--- src/hdl/esc_pkg.sv ---
// ----------------------------------------------------------------------------
// esc_pkg: shared types and constants for the epoch-to-calendar converter
// Holds field widths, calendar constants, the month-length table and the
// structs passed between the sequencer, the divider and the top level.
// ----------------------------------------------------------------------------
package esc_pkg;

  // Field widths.
  localparam int unsigned EpochW = 33;
  localparam int unsigned ZoneW  = 5;
  localparam int unsigned DivW   = 16;
  localparam int unsigned QuoW   = 22;

  // Operand and product widths of the shared multiplier.
  localparam int unsigned MulAW  = 29;
  localparam int unsigned MulBW  = 30;
  localparam int unsigned ProdW  = MulAW + MulBW;

  // Calendar constants.
  localparam logic signed [12:0] SecPerHour  = 13'sd3600;
  localparam logic [DivW-1:0]    Div3600     = 16'd3600;
  localparam logic [DivW-1:0]    Div60       = 16'd60;
  localparam logic [DivW-1:0]    Div24       = 16'd24;
  localparam logic [DivW-1:0]    HoursPer4Y  = 16'd35064;
  localparam logic [DivW-1:0]    HoursPerYr  = 16'd8760;
  localparam logic [DivW-1:0]    HoursPerLp  = 16'd8784;
  localparam logic [7:0]         BaseYear    = 8'd70;
  localparam logic [8:0]         LeapDay     = 9'd60;
  localparam logic [8:0]         Feb29       = 9'd29;
  localparam logic [3:0]         MonthFeb    = 4'd1;
  localparam logic [3:0]         LastMonth   = 4'd11;
  localparam logic [ZoneW-1:0]   ZoneReset   = 5'd8;

  // Reciprocals for division by a constant: the quotient is
  // ((x >> pre) * recip) >> shift, exact over the whole dividend range
  // of each use. Seconds are below 2^33, so they are scaled down by 16
  // and divided by 225; the remainder of 60 is below 3600, total hours
  // are below 2^21 and hours within a year are below 2^14.
  localparam int unsigned        Pre3600     = 4;
  localparam logic [MulBW-1:0]   Recip3600   = 30'd610839794;  // ceil(2^37 / 225)
  localparam int unsigned        Shift3600   = 37;
  localparam logic [MulBW-1:0]   Recip60     = 30'd4370;       // ceil(2^18 / 60)
  localparam int unsigned        Shift60     = 18;
  localparam logic [MulBW-1:0]   Recip4Y     = 30'd3919660;    // ceil(2^37 / 35064)
  localparam int unsigned        Shift4Y     = 37;
  localparam logic [MulBW-1:0]   Recip24     = 30'd21846;      // ceil(2^19 / 24)
  localparam int unsigned        Shift24     = 19;

  // Divisor selection for the shared divider.
  typedef enum logic [1:0] {
    DivBy3600,
    DivBy60,
    DivBy4Y,
    DivBy24
  } div_sel_e;

  // Request to the shared divider.
  typedef struct packed {
    logic              start;
    logic [EpochW-1:0] dividend;
    div_sel_e          sel;
  } div_req_t;

  // Response from the shared divider.
  typedef struct packed {
    logic              done;
    logic [QuoW-1:0]   quo;
    logic [DivW-1:0]   rem;
  } div_rsp_t;

  // One calendar result.
  typedef struct packed {
    logic [5:0] second;
    logic [5:0] minute;
    logic [4:0] hour;
    logic [4:0] day_of_month;
    logic [3:0] month;
    logic [7:0] year_since_1900;
  } res_t;

  // Days in each month of a common year, January is zero.
  function automatic logic [4:0] month_len(input logic [3:0] mon);
    logic [4:0] len;
    case (mon)
      4'd1:    len = 5'd28;
      4'd3:    len = 5'd30;
      4'd5:    len = 5'd30;
      4'd8:    len = 5'd30;
      4'd10:   len = 5'd30;
      default: len = 5'd31;
    endcase
    return len;
  endfunction

endpackage

--- src/hdl/esc_div.sv ---
// ----------------------------------------------------------------------------
// esc_div: shared constant divider
// Divides an unsigned dividend by one of four constants on a single shared
// multiplier: a reciprocal product gives the quotient, a second product and
// a subtraction give the remainder. Done pulses once the remainder is
// registered; quotient and remainder hold until the next request.
// ----------------------------------------------------------------------------
module esc_div (
  input  logic              clk_i,
  input  logic              rst_ni,
  input  esc_pkg::div_req_t req_i,
  output esc_pkg::div_rsp_t rsp_o
);
  import esc_pkg::*;

  localparam logic [1:0] PIdle  = 2'd0;
  localparam logic [1:0] PRecip = 2'd1;
  localparam logic [1:0] PBack  = 2'd2;
  localparam logic [1:0] PRem   = 2'd3;

  logic [1:0]        phase_q, phase_d;
  logic              done_q, done_d;
  logic [EpochW-1:0] num_q, num_d;
  div_sel_e          sel_q, sel_d;
  logic [QuoW-1:0]   quo_q, quo_d;
  logic [ProdW-1:0]  prod_q, prod_d;
  logic [DivW-1:0]   rem_q, rem_d;
  logic [MulAW-1:0]  num_scaled;
  logic [MulBW-1:0]  recip;
  logic [QuoW-1:0]   quo_est;
  logic [DivW-1:0]   dvs;
  logic [MulAW-1:0]  mul_a;
  logic [MulBW-1:0]  mul_b;
  logic [ProdW-1:0]  mul_p;
  logic [EpochW-1:0] diff;

  // Constants of the selected divisor.
  always_comb begin
    case (sel_q)
      DivBy3600: begin
        num_scaled = MulAW'(num_q >> Pre3600);
        recip      = Recip3600;
        quo_est    = QuoW'(prod_q >> Shift3600);
        dvs        = Div3600;
      end
      DivBy60: begin
        num_scaled = MulAW'(num_q);
        recip      = Recip60;
        quo_est    = QuoW'(prod_q >> Shift60);
        dvs        = Div60;
      end
      DivBy4Y: begin
        num_scaled = MulAW'(num_q);
        recip      = Recip4Y;
        quo_est    = QuoW'(prod_q >> Shift4Y);
        dvs        = HoursPer4Y;
      end
      default: begin
        // Division by 24.
        num_scaled = MulAW'(num_q);
        recip      = Recip24;
        quo_est    = QuoW'(prod_q >> Shift24);
        dvs        = Div24;
      end
    endcase
  end

  // Shared multiplier: reciprocal product first, then quotient times divisor.
  assign mul_a = (phase_q == PBack) ? MulAW'(quo_est) : num_scaled;
  assign mul_b = (phase_q == PBack) ? MulBW'(dvs) : recip;
  assign mul_p = ProdW'(mul_a) * ProdW'(mul_b);
  assign diff  = num_q - prod_q[EpochW-1:0];

  // Phase sequencing.
  always_comb begin
    phase_d = phase_q;
    done_d  = 1'b0;
    num_d   = num_q;
    sel_d   = sel_q;
    quo_d   = quo_q;
    prod_d  = prod_q;
    rem_d   = rem_q;
    case (phase_q)
      PRecip: begin
        prod_d  = mul_p;
        phase_d = PBack;
      end
      PBack: begin
        quo_d   = quo_est;
        prod_d  = mul_p;
        phase_d = PRem;
      end
      PRem: begin
        rem_d   = diff[DivW-1:0];
        done_d  = 1'b1;
        phase_d = PIdle;
      end
      default: begin
        if (req_i.start) begin
          num_d   = req_i.dividend;
          sel_d   = req_i.sel;
          phase_d = PRecip;
        end
      end
    endcase
  end

  // Control state.
  always_ff @(posedge clk_i or negedge rst_ni) begin
    if (!rst_ni) begin
      phase_q <= PIdle;
      done_q  <= 1'b0;
    end else begin
      phase_q <= phase_d;
      done_q  <= done_d;
    end
  end

  // Datapath registers.
  always_ff @(posedge clk_i) begin
    num_q  <= num_d;
    sel_q  <= sel_d;
    quo_q  <= quo_d;
    prod_q <= prod_d;
    rem_q  <= rem_d;
  end

  assign rsp_o.done = done_q;
  assign rsp_o.quo  = quo_q;
  assign rsp_o.rem  = rem_q;

endmodule

--- src/hdl/esc_ctrl.sv ---
// ----------------------------------------------------------------------------
// esc_ctrl: conversion sequencer
// Steps one clamped seconds count through the shared divider, the year walk,
// the leap-day fix and the month walk, then offers the calendar result.
// ----------------------------------------------------------------------------
module esc_ctrl (
  input  logic                       clk_i,
  input  logic                       rst_ni,
  input  logic                       start_i,
  input  logic [esc_pkg::EpochW-1:0] secs_i,
  output logic                       ready_o,
  output logic                       res_valid_o,
  input  logic                       res_ready_i,
  output esc_pkg::res_t              res_o
);
  import esc_pkg::*;

  localparam logic [3:0] SIdle  = 4'd0;
  localparam logic [3:0] SHrs   = 4'd1;
  localparam logic [3:0] SMin   = 4'd2;
  localparam logic [3:0] SQuad  = 4'd3;
  localparam logic [3:0] SYear  = 4'd4;
  localparam logic [3:0] SDay   = 4'd5;
  localparam logic [3:0] SLeap  = 4'd6;
  localparam logic [3:0] SMonth = 4'd7;
  localparam logic [3:0] SDone  = 4'd8;

  logic [3:0]      state_q, state_d;
  logic [5:0]      sec_q, sec_d, min_q, min_d;
  logic [4:0]      hr_q, hr_d;
  logic [7:0]      year_q, year_d;
  logic [QuoW-1:0] hrs_q, hrs_d;
  logic [DivW-1:0] hours_q, hours_d;
  logic [8:0]      day_q, day_d;
  logic [3:0]      mon_q, mon_d;
  logic            leap;
  logic [DivW-1:0] year_len;
  div_req_t        div_req;
  div_rsp_t        div_rsp;

  esc_div u_div (
    .clk_i  (clk_i),
    .rst_ni (rst_ni),
    .req_i  (div_req),
    .rsp_o  (div_rsp)
  );

  // Every fourth year is a leap year.
  assign leap     = year_q[1:0] == 2'b00;
  assign year_len = leap ? HoursPerLp : HoursPerYr;

  // Sequencer and walk steps.
  always_comb begin
    state_d = state_q;
    sec_d   = sec_q;
    min_d   = min_q;
    hr_d    = hr_q;
    year_d  = year_q;
    hrs_d   = hrs_q;
    hours_d = hours_q;
    day_d   = day_q;
    mon_d   = mon_q;
    div_req = '{start: 1'b0, dividend: '0, sel: DivBy60};
    case (state_q)
      SIdle: begin
        if (start_i) begin
          div_req = '{start: 1'b1, dividend: secs_i, sel: DivBy3600};
          state_d = SHrs;
        end
      end
      SHrs: begin
        // Whole hours are kept; the seconds within the hour are split next.
        if (div_rsp.done) begin
          hrs_d   = div_rsp.quo;
          div_req = '{start: 1'b1, dividend: EpochW'(div_rsp.rem), sel: DivBy60};
          state_d = SMin;
        end
      end
      SMin: begin
        if (div_rsp.done) begin
          sec_d   = div_rsp.rem[5:0];
          min_d   = div_rsp.quo[5:0];
          div_req = '{start: 1'b1, dividend: EpochW'(hrs_q), sel: DivBy4Y};
          state_d = SQuad;
        end
      end
      SQuad: begin
        if (div_rsp.done) begin
          year_d  = BaseYear + {div_rsp.quo[5:0], 2'b00};
          hours_d = div_rsp.rem;
          state_d = SYear;
        end
      end
      SYear: begin
        if (hours_q < year_len) begin
          div_req = '{start: 1'b1, dividend: EpochW'(hours_q), sel: DivBy24};
          state_d = SDay;
        end else begin
          hours_d = hours_q - year_len;
          year_d  = year_q + 8'd1;
        end
      end
      SDay: begin
        if (div_rsp.done) begin
          hr_d    = div_rsp.rem[4:0];
          day_d   = div_rsp.quo[8:0] + 9'd1;
          state_d = SLeap;
        end
      end
      SLeap: begin
        mon_d = '0;
        if (leap && day_q == LeapDay) begin
          mon_d   = MonthFeb;
          day_d   = Feb29;
          state_d = SDone;
        end else begin
          if (leap && day_q > LeapDay) begin
            day_d = day_q - 9'd1;
          end
          state_d = SMonth;
        end
      end
      SMonth: begin
        if (mon_q < LastMonth && {4'b0000, month_len(mon_q)} < day_q) begin
          day_d = day_q - {4'b0000, month_len(mon_q)};
          mon_d = mon_q + 4'd1;
        end else begin
          state_d = SDone;
        end
      end
      SDone: begin
        if (res_ready_i) begin
          state_d = SIdle;
        end
      end
      default: begin
        state_d = SIdle;
      end
    endcase
  end

  // Sequencer state.
  always_ff @(posedge clk_i or negedge rst_ni) begin
    if (!rst_ni) begin
      state_q <= SIdle;
    end else begin
      state_q <= state_d;
    end
  end

  // Working registers.
  always_ff @(posedge clk_i) begin
    sec_q   <= sec_d;
    min_q   <= min_d;
    hr_q    <= hr_d;
    year_q  <= year_d;
    hrs_q   <= hrs_d;
    hours_q <= hours_d;
    day_q   <= day_d;
    mon_q   <= mon_d;
  end

  assign ready_o     = state_q == SIdle;
  assign res_valid_o = state_q == SDone;

  assign res_o.second          = sec_q;
  assign res_o.minute          = min_q;
  assign res_o.hour            = hr_q;
  assign res_o.day_of_month    = day_q[4:0];
  assign res_o.month           = mon_q;
  assign res_o.year_since_1900 = year_q;

endmodule

--- src/hdl/epoch_seconds_to_calendar.sv ---
// ----------------------------------------------------------------------------
// epoch_seconds_to_calendar: seconds since 1970 to calendar date and time
//
// The input channel (in_valid_i / in_stall_o) carries a signed 33-bit count
// of seconds since 1970-01-01 UTC. The user writes the zone offset register
// over the cfg_valid_i / cfg_ready_o channel only while the block is idle;
// the block itself does not enforce this. The offset adds whole hours first;
// a negative sum is clamped to zero. Every fourth year is a leap year. Each
// transfer in gives one transfer out on the output channel (out_valid_o /
// out_stall_i) with second, minute, hour, day of month, zero-based month and
// year since 1900. One item passes through four divisions on the shared
// multiplier, up to three year steps and up to eleven month steps before
// its result is valid; the leap day skips the month walk. in_stall_o stays
// high while an item is in work, so the block takes no new item before it
// is through with the last one. The result sits in an output
// register, so the next item is taken while it waits; a stalled receiver
// holds the result and the sequencer waits with the following one until
// the register frees.
// Reset clears the channels and sets the zone offset to eight hours.
// ----------------------------------------------------------------------------
module epoch_seconds_to_calendar (
  input  logic                              clk_i,
  input  logic                              rst_ni,
  input  logic                              cfg_valid_i,
  output logic                              cfg_ready_o,
  input  logic signed [esc_pkg::ZoneW-1:0]  cfg_data_i,
  input  logic                              in_valid_i,
  output logic                              in_stall_o,
  input  logic signed [esc_pkg::EpochW-1:0] epoch_seconds_i,
  output logic                              out_valid_o,
  input  logic                              out_stall_i,
  output logic [5:0]                        second_o,
  output logic [5:0]                        minute_o,
  output logic [4:0]                        hour_o,
  output logic [4:0]                        day_of_month_o,
  output logic [3:0]                        month_o,
  output logic [7:0]                        year_since_1900_o
);
  import esc_pkg::*;

  logic signed [ZoneW-1:0]  zone_q;
  logic signed [17:0]       zone_secs;
  logic signed [EpochW:0]   sum;
  logic [EpochW-1:0]        secs_clamped;
  logic                     ctrl_ready;
  logic                     in_xfer;
  logic                     res_valid;
  logic                     res_ready;
  res_t                     res;
  logic                     out_valid_q;
  res_t                     out_q;

  // Zone offset register.
  assign cfg_ready_o = 1'b1;

  always_ff @(posedge clk_i or negedge rst_ni) begin
    if (!rst_ni) begin
      zone_q <= ZoneReset;
    end else if (cfg_valid_i && cfg_ready_o) begin
      zone_q <= cfg_data_i;
    end
  end

  // Offset in seconds, sum and clamp at zero.
  assign zone_secs    = 18'(zone_q) * 18'(SecPerHour);
  assign sum          = {epoch_seconds_i[EpochW-1], epoch_seconds_i}
                      + {{(EpochW-17){zone_secs[17]}}, zone_secs};
  assign secs_clamped = sum[EpochW] ? '0 : sum[EpochW-1:0];

  // Input handshake.
  assign in_stall_o = !ctrl_ready;
  assign in_xfer    = in_valid_i && !in_stall_o;

  esc_ctrl u_ctrl (
    .clk_i       (clk_i),
    .rst_ni      (rst_ni),
    .start_i     (in_xfer),
    .secs_i      (secs_clamped),
    .ready_o     (ctrl_ready),
    .res_valid_o (res_valid),
    .res_ready_i (res_ready),
    .res_o       (res)
  );

  // Output register: loads when empty or when its result transfers out.
  assign res_ready = !out_valid_q || !out_stall_i;

  always_ff @(posedge clk_i or negedge rst_ni) begin
    if (!rst_ni) begin
      out_valid_q <= 1'b0;
    end else if (res_valid && res_ready) begin
      out_valid_q <= 1'b1;
    end else if (!out_stall_i) begin
      out_valid_q <= 1'b0;
    end
  end

  always_ff @(posedge clk_i) begin
    if (res_valid && res_ready) begin
      out_q <= res;
    end
  end

  assign out_valid_o       = out_valid_q;
  assign second_o          = out_q.second;
  assign minute_o          = out_q.minute;
  assign hour_o            = out_q.hour;
  assign day_of_month_o    = out_q.day_of_month;
  assign month_o           = out_q.month;
  assign year_since_1900_o = out_q.year_since_1900;

endmodule

--- config.mk ---
export PLATFORM = sky130hd
export DESIGN_NAME = epoch_seconds_to_calendar
export DESIGN_NICKNAME = d
export VERILOG_FILES = /design/src/hdl/esc_pkg.sv /design/src/hdl/esc_div.sv /design/src/hdl/esc_ctrl.sv /design/src/hdl/epoch_seconds_to_calendar.sv
export SDC_FILE = /design/constraint.sdc
export NUM_CORES = 2
export LEC_CHECK = 0
export ABC_AREA = 1
export CAP_MARGIN = 0
export CORE_ASPECT_RATIO = 0.9
export CORE_MARGIN = 5
export CORE_UTILIZATION = 40
export DETAILED_ROUTE_END_ITERATION = 10
export DONT_BUFFER_PORTS = 1
export PLACE_DENSITY_LB_ADDON = 0.3
export SLEW_MARGIN = 15
export SYNTH_ARGS = -nofsm -noshare
export SYNTH_HDL_FRONTEND = slang
export SYNTH_HIERARCHICAL = 1
export SYNTH_SLANG_ARGS = --single-unit
--- constraint.sdc ---
create_clock -name clk_i -period 17.8 [get_ports clk_i]
set_input_delay 0.89 -clock clk_i [delete_from_list [all_inputs] [get_ports clk_i]]
set_output_delay 0.89 -clock clk_i [all_outputs]
set_load 0.02 [all_outputs]
==> metrics.txt <==
initial antenna violation count=0; Hold Crit Class=in2async; DRT antenna net count=0; CP Capture Type=register; layout cells sized above 1=4.75%; top-count cell post-synth=inv_1; Core Box Area=between 90000 and 100000 µm²; Antenna Cells=0; Die W=340 µm; first-pass GRT wire length=188 mm; Worst Skew=0.0229 ns; Post-synth EDFFs=approximately 240; GRT Residual Overflow=0; status=completed; via count=a little over 30k; fin crit period=9.94 ns; Clock Path Buffers=3; H-tree level count=1; Net Count, Synth=5819; drt drc=0; RSZ-0062 raised after global routing=no; final hold vios=0; synth cell count leaders=inv_1, nand2_1, fa_1; clock buffer count from CTS=26; syn avg cell area=8.14 µm²; worst-skew pair later-pin latency=0.56 ns; CP Class=reg2reg; CP Data Required Time=18.11 ns; CTS tree=done; distinct cell type count after synthesis=58; Starting Density=40.1%; Pins Over Slew Limit=0; drt via density=between 5 and 6; Worst setup SP type=register; Slew @ Worst Pin=1.18 ns; Crit Path Max Fanout=43; total die area=105000 µm²; Slew headroom=a little over a fifth; nets=about 5.8k; DP HPWL=105 mm; crit path max-delay cell type=inv_2; number of global-route vias before repair=about 30k; total track usage=23.5%; Port Buf Inserts=0; final cycle utilization of the critical path=55.8%; Final setup viols=0; die height=307 µm; Synth area leader=fa_1; Area growth syn-to-layout=5.66%; CTS Root Cell=clkbuf_16; CTS sink cnt=approximately 250; DR iter-0 viols=2702; YS warnings=6; gpl congestion=0.993; Post-synth ARST share=5.16%; Seq/Total Area, Yosys=a little under a fifth; DR pass1 iterations=6; # rows=109; I/O pins=80; largest net degree at the start of global routing=58; cell area after synthesis=39300 µm²; clock transition at the registers of the reported paths=0.07 ns; WL final=between 100 and 150 mm; fmax=just over 100 MHz; max cap viols=0; mean routed wirelength per cell=20.3 µm; post-synthesis register bit count=252; Fin Setup TNS=0 ns; Arr. time, crit path=10.25 ns; top post-synthesis cells by area=fa_1, edfxtp_1, ha_1; CP peak stage delay=0.61 ns; dominant synthesized flop cell=edfxtp_1; Yosys top cell area share=28.6%; cells after synthesis=4826
==> layout by cell type, fill, tap and decap left out, types with 39 or more instances in the layout <==
master / synthesis / final
nand3_1: 165 / 165
o21ai_0: 43 / 42
xor2_1: 47 / 47
edfxtp_1: 239 / 239
inv_1: 1251 / 1251
nor2_1: 504 / 503
fa_1: 562 / 562
nand2_1: 1065 / 1065
a21oi_1: 100 / 99
nor2_2: 38 / 39
ha_1: 388 / 386
==> state kept, by name, indices dropped and copies added (netlist names), 6 cells and up <==
register             flops
u_ctrl/u_div/prod_q     56
u_ctrl/u_div/num_q      33
u_ctrl/hrs_q            22
u_ctrl/u_div/quo_q      22
u_ctrl/hours_q          16
u_ctrl/u_div/rem_q      16
u_ctrl/day_q             9
u_ctrl/year_q            8
year_since_1900_o        8
minute_o                 6
second_o                 6
u_ctrl/min_q             6
u_ctrl/sec_q             6
==> routing by layer <==
| metal | vias to the layer above | share of wire, % | GRT usage [%] |
|---|---|---|---|
| li1 | 14360 | - | - |
| met1 | 15163 | 45 | 34.3 |
| met2 | 1027 | 45 | 37.6 |
| met3 | 152 | 6.8 | 3.21 |
| met4 | 0 | 2.7 | 5.35 |
| met5 | - | 0 | 0 |
==> final timing paths <==
check                                        start  cells past startpoint  slack, ns                       to
hold reg to reg                    u_ctrl/sec_q[4]                      0       0.42              second_o[4]
setup / recovery           u_ctrl/u_div/phase_q[0]                     34       7.86  u_ctrl/u_div/prod_q[38]
max in group asynchronous                   rst_ni                      1      16.79              out_valid_o
setup reg to reg           u_ctrl/u_div/phase_q[0]                     34       7.86  u_ctrl/u_div/prod_q[38]
min in group clk_i                 u_ctrl/sec_q[4]                      0       0.42              second_o[4]
hold / removal                              rst_ni                      0       0.03  u_ctrl/u_div/phase_q[1]
==> repair_timing <==
action	4_1_cts	5_1_grt
endpoints found under the hold margin	0	5
buffers inserted	0	0
endpoints found under the setup margin	0	0
hold buffers	0	2
gates resized for setup	0	0
==> cell families after synthesis <==
kind of cell | count (synthesis) | share of synthesized area, %
flip-flops | 252 | 19.1
AND/OR/NAND/NOR | 1925 | 20.4
XOR/XNOR | 78 | 1.74
multiplexers | 1 | 0.0287
buffers and inverters | 1372 | 13.7
other | 1 | 0.00954
AO/OA/AOI/OAI | 247 | 4.01
adder cells (fa/ha/maj) | 950 | 41.0
==> critical path: cells and delay by family (launching register included) <==
kind            cells  cell delay (ns)
fa+ha+maj          10             4.43
simple gates       12             2.49
buf+inv            11             1.85
compound gates      1             0.46
flops               1             0.41
==> layout make-up <==
| cell class | instances | area (µm²) |
|---|---|---|
| Fill cell | 9914 | 56400 |
| Multi-Input combinational cell | 3202 | 26400 |
| Sequential cell | 252 | 7500 |
| Inverter | 1291 | 4860 |
| Tap cell | 1276 | 1600 |
| Clock buffer | 33 | 697 |
| Clock inverter | 15 | 229 |
| Timing Repair Buffer | 25 | 193 |
==> metrics by stage <==
stage / hold WS [ns] / instance area, µm² / cells / setup WS, ns / utilization, %
after floorplan: 0.400 / 39300 / 4826 / 9.88 / -
after global placement: 0.404 / 40600 / 6044 / 8.14 / 41.4
after detailed placement: 0.405 / 40600 / 6044 / 8.01 / 41.4
after CTS: 0.00145 / 41500 / 6092 / 7.99 / 42.4
after global routing: 0.00466 / 41500 / 6094 / 7.29 / 42.4
final: 0.0299 / 41500 / 6094 / 7.86 / 42.4
Power is not shown: default switching activity piles up to over one toggle a cycle in this logic, so the estimate is an artifact.
